==> src/hw/rtl/gprm_pkg.sv <==
// gprm_pkg: shared types, sizes and codes of the position to reference mapper
// no dependencies; imported by the front, back and top level modules
`timescale 1ns / 1ps
package gprm_pkg;

    localparam int WORD_COUNT      = 16384;
    localparam int WORD_BITS       = 64;
    localparam int MAX_CHROMOSOMES = 32;

    localparam int ADDR_W  = $clog2(WORD_COUNT);
    localparam int BIT_W   = $clog2(WORD_BITS);
    localparam int CHR_W   = $clog2(MAX_CHROMOSOMES);
    localparam int CNT_W   = 6;
    localparam int SLOT_W  = 14;
    localparam int POS_W   = 20;
    localparam int RANK_W  = 21;
    localparam int KIND_W  = 2;
    localparam int PC_W    = $clog2(WORD_BITS + 1);
    localparam int QUEUE_DEPTH = 2;

    localparam logic [1:0] CMD_LOAD_WORD  = 2'd0;
    localparam logic [1:0] CMD_LOAD_START = 2'd1;
    localparam logic [1:0] CMD_QUERY      = 2'd2;

    localparam logic [KIND_W-1:0] KIND_ACK    = 2'd0;
    localparam logic [KIND_W-1:0] KIND_ANSWER = 2'd1;
    localparam logic [KIND_W-1:0] KIND_NONE   = 2'd2;

    typedef enum logic [1:0] {
        OP_LOAD_WORD,
        OP_LOAD_START,
        OP_QUERY,
        OP_NOP
    } t_op;

    typedef struct packed {
        t_op                  op;
        logic [SLOT_W-1:0]    slot;
        logic [WORD_BITS-1:0] word;
        logic [POS_W-1:0]     pos;
    } t_item;

    // queue head as seen by the back part
    typedef struct packed {
        logic  valid;
        t_item item;
    } t_head;

    typedef struct packed {
        logic [WORD_BITS-1:0] word;
        logic [RANK_W-1:0]    prefix;
    } t_entry;

    function automatic logic [PC_W-1:0] pop_count(input logic [WORD_BITS-1:0] v);
        logic [PC_W-1:0] n;
        n = '0;
        for (int i = 0; i < WORD_BITS; i++) begin
            n = n + PC_W'(v[i]);
        end
        return n;
    endfunction

    function automatic logic [BIT_W-1:0] top_bit(input logic [WORD_BITS-1:0] v);
        logic [BIT_W-1:0] b;
        b = '0;
        for (int i = 0; i < WORD_BITS; i++) begin
            if (v[i]) begin
                b = BIT_W'(i);
            end
        end
        return b;
    endfunction

endpackage

==> src/hw/rtl/gprm_front.sv <==
// gprm_front: accepts command beats, classifies them and queues them
// depends on gprm_pkg
`timescale 1ns / 1ps
module gprm_front
    import gprm_pkg::*;
(
    input  logic                 i_clk,
    input  logic                 i_rst_n,
    input  logic                 i_start,
    input  logic [1:0]           i_command,
    input  logic [SLOT_W-1:0]    i_slot_index,
    input  logic [WORD_BITS-1:0] i_word_value,
    input  logic [POS_W-1:0]     i_position,
    input  logic                 i_pop,
    output logic                 o_busy,
    output t_head                o_head
);

    t_item r_q [QUEUE_DEPTH];
    logic  r_wr_ptr;
    logic  r_rd_ptr;
    logic [1:0] r_cnt;
    logic  push;
    logic  pop;
    t_item in_item;

    always_comb begin
        in_item.slot = i_slot_index;
        in_item.word = i_word_value;
        in_item.pos  = i_position;
        unique case (i_command)
            CMD_LOAD_WORD:  in_item.op = OP_LOAD_WORD;
            CMD_LOAD_START: in_item.op = OP_LOAD_START;
            CMD_QUERY:      in_item.op = OP_QUERY;
            default:        in_item.op = OP_NOP;
        endcase
    end

    assign o_busy = (r_cnt == 2'(QUEUE_DEPTH));
    assign push   = i_start && !o_busy;
    assign pop    = i_pop && (r_cnt != 2'd0);

    assign o_head.valid = (r_cnt != 2'd0);
    assign o_head.item  = r_q[r_rd_ptr];

    always_ff @(posedge i_clk) begin
        if (push) begin
            r_q[r_wr_ptr] <= in_item;
        end
    end

    always_ff @(posedge i_clk) begin
        if (!i_rst_n) begin
            r_wr_ptr <= 1'b0;
            r_rd_ptr <= 1'b0;
            r_cnt    <= 2'd0;
        end else begin
            if (push) begin
                r_wr_ptr <= ~r_wr_ptr;
            end
            if (pop) begin
                r_rd_ptr <= ~r_rd_ptr;
            end
            r_cnt <= r_cnt + 2'(push) - 2'(pop);
        end
    end

`ifndef NO_ASSERTIONS
    a_cnt_bound: assert property (@(posedge i_clk) disable iff (!i_rst_n)
        r_cnt <= 2'(QUEUE_DEPTH)) else $error("queue overfilled");
    a_push_room: assert property (@(posedge i_clk) disable iff (!i_rst_n)
        (r_cnt == 2'(QUEUE_DEPTH) && !pop) |=> (r_cnt == 2'(QUEUE_DEPTH)))
        else $error("full queue lost an entry");
    a_ptr_gap: assert property (@(posedge i_clk) disable iff (!i_rst_n)
        (r_cnt == 2'd1) |-> (r_wr_ptr != r_rd_ptr)) else $error("pointer mismatch");
`endif

endmodule

==> config.mk <==
export PLATFORM = sky130hd
export DESIGN_NAME = gprm_front
export DESIGN_NICKNAME = d
export VERILOG_FILES = /design/src/hw/rtl/gprm_pkg.sv /design/src/hw/rtl/gprm_front.sv
export SDC_FILE = /design/constraint.sdc
export NUM_CORES = 1
export LEC_CHECK = 0
export BUFFER_PORTS_ARGS = -buffer_cell sky130_fd_sc_hd__clkbuf_2
export CAP_MARGIN = 15
export CORE_MARGIN = 4
export CORE_UTILIZATION = 48
export DETAILED_ROUTE_END_ITERATION = 12
export GPL_TIMING_DRIVEN = 0
export PLACE_DENSITY_LB_ADDON = 0.3
export RECOVER_POWER = 100
export SLEW_MARGIN = 5
export SYNTH_ARGS = -nofsm -noshare
export SYNTH_HDL_FRONTEND = slang
export SYNTH_SLANG_ARGS = --single-unit
==> constraint.sdc <==
create_clock -name i_clk -period 6.65 [get_ports i_clk]
set_input_delay 1.6625 -clock i_clk [delete_from_list [all_inputs] [get_ports i_clk]]
set_output_delay 1.6625 -clock i_clk [all_outputs]
set_load 0.1 [all_outputs]
==> qor.csv <==
metric;value;unit
Min Hold Slack;0.530;ns
top cell family by delay on the critical path;buffers and inverters;
I/O pin total;206;
hold depth;2;
final max-slew violation count;131;
maximum clock frequency;0.211;GHz
Tcrit/Tclk final;71.4;%
startpoint types;primary input;
outcome;finished with violations;
Crit path largest cell delay;1.45;ns
gr usage total;14.8;%
Reg-to-Reg Start;r_cnt[0];
clock tree buffer depth;3;
layout overhead on the synthesized area;22.7;%
Mapped Area;0.00796;mm^2
crit path buf inv count;3;
final instance area;0.00977;mm^2
worst-path fanout max;26;
TritonRoute pass-1 iters;4;
Fin. Hold Viols;0;
vias per cell;4.82;
clock sink total;205;
total setup buffers inserted after CTS;0;
WP data required;6.83;ns
net count after synthesis;446;
Critical Path AT;4.92;ns
cell chosen for the clock root;clkbuf_16;
CP Class;in2reg;
Ys Warns;0;
CP Cell Sequence;clkbuf_2, nand2_1, nor2_1, clkbuf_1, buf_12;
CTS tree;built;
slowest CP cell;nor2_1;
most frequent cells in the layout;200 x edfxtp_1, 183 x clkbuf_1, 100 x mux2_4;
post-CTS resize count;0;
max-cap violations;4;
# DRC;0;
RSZ-0062 raised after global routing;no;
Worst R2R Setup Slack;2.61;ns
WL final;14200;um
Detailed Place HPWL;9870;um
Hold Crit Start;r_rd_ptr;
# port buffers;203;
syn avg cell area;23.4;um^2
Final Non-Filler Cells;802;
r2r endpoint;r_q[0][28];
height of the die;137;um
GPL Wtd Cong;0.674;
slew margin rel.;-62.9;%
nets@finish;676;
clock-pin slew of the registers on the worst-case setup and hold paths;0.06;ns
vias in the first global route;4219;
Rows;46;
Netlist cell types;19;
worst slew pin tran;2.44;ns
iteration-0 DRC count of the detailed router;140;
placed insts;763;
total CTS buffers;21;
clock insertion delay at the later pin of the skew report;0.48;ns
R2R depth;5;
failing checks;max-capacitance violations, max-slew violations;
first-pass GRT wire length;21600;um
CTS H-tree depth;1;
Critical path origin;i_start;
Worst Hold Class;reg2reg;
WL/cell;17.8;um
largest net degree at the start of global routing;52;
initial antenna violation count;1;
Mapped Cells;340;
Final ANT Viol Nets;0;
Cell Area, Placed;0.00935;mm^2
chip width;137;um
Clock Skews;0.00695;ns
post-synthesis sequential area ratio;76.7;%
core area;0.0161;mm^2
CP Capture Type;flop;
final worst slack;1.91;ns
most common cell after layout, fill and taps aside;edfxtp_1;
Die Area;0.0187;mm^2
final setup violation count;0;
Initial Utilization;49.6;%
Synth Register Bits;205;
CTS Hold Bufs;0;
gr ovfl total;0;
via count;3869;
Place WS;3.26;ns
layout cells sized above 1;29.2;%
fin crit period;4.74;ns
==> layer usage <==
metal / wire [um] / track usage [%] / vias up
li1: - / - / 1804
met4: 259 / 4.05 / 2
met2: 7380 / 25.7 / 147
met3: 1370 / 5.81 / 21
met5: 12 / 0 / -
met1: 5210 / 17.3 / 1895
==> worst register-to-register path: cells and delay by family, from the launching register on <==
kind	cells	cell delay [ns]
simple gates	3	1.76
buf+inv	2	1.60
flops	1	0.37
==> sequential cells by signal (all words and copies together), names as in the netlist, named ones only <==
| signal | flops |
|---|---|
| r_q | 200 |
| r_rd_ptr | 1 |
| r_cnt | 2 |
| r_wr_ptr | 1 |
==> synth_stat cells <==
| library cell | number | share of area (%) |
|---|---|---|
| nand2b_1 | 2 | 0.16 |
| xor2_1 | 1 | 0.11 |
| mux2i_1 | 1 | 0.13 |
| buf_12 | 10 | 2.5 |
| mux2_4 | 100 | 19 |
| nor3_1 | 1 | 0.063 |
| buf_6 | 1 | 0.14 |
| edfxtp_1 | 200 | 75 |
| and2_1 | 2 | 0.16 |
| clkbuf_1 | 2 | 0.094 |
| and3_1 | 1 | 0.079 |
| ha_1 | 2 | 0.31 |
| o21a_1 | 1 | 0.094 |
| dfxtp_1 | 5 | 1.3 |
| or2_2 | 1 | 0.079 |
| nor2_1 | 4 | 0.19 |
| inv_1 | 3 | 0.14 |
| xnor2_1 | 1 | 0.11 |
| nand2_1 | 2 | 0.094 |
==> stage by stage <==
stage / setup TNS [ns] / utilization [%]
after floorplan: 0 / -
after global placement: -205.43 / 57.6
after detailed placement: 0 / 58.2
after CTS: 0 / 62.5
after global routing: 0 / 60.8
final: 0 / 60.8
==> kinds of logic (layout without fill, tap and decap cells) <==
family	count (synthesis)	after routing	share of synthesized area (%)
DFF	205	205	76.7
muxes	101	101	19.0
buffers and inverters	16	261	2.89
and+or+nand+nor	13	13	0.817
adders and majority gates	2	2	0.314
xor gates and xnor gates	2	2	0.220
AOI/OAI and AO/OA	1	1	0.0943
other	0	1	0
==> how the worst max path moves through the flow <==
stage	endpoint	slack [ns]	depth (start not counted)
6_report	r_q[0][28]	1.91	5
5_1_grt	r_q[0][60]	1.58	5
4_1_cts	o_head[89]	2.99	4
3_5_place_dp	r_q[0][86]	3.26	5
3_3_place_gp	r_q[0][80]	-2.06	3
2_1_floorplan	r_q[0][0]	0.17	2
==> cell type report <==
cell class	count	area (um^2)
well taps	216	270
flip-flops and latches	205	6110
clock inverters	11	131
clock buffers	27	548
inverters	3	11.3
fillers	1278	6290
repair buffers	207	855
multi-input cells	119	1630
plain buffers	13	219
diodes	1	2.50
Power is not shown: default switching activity piles up to over one toggle a cycle in this logic, so the estimate is an artifact.
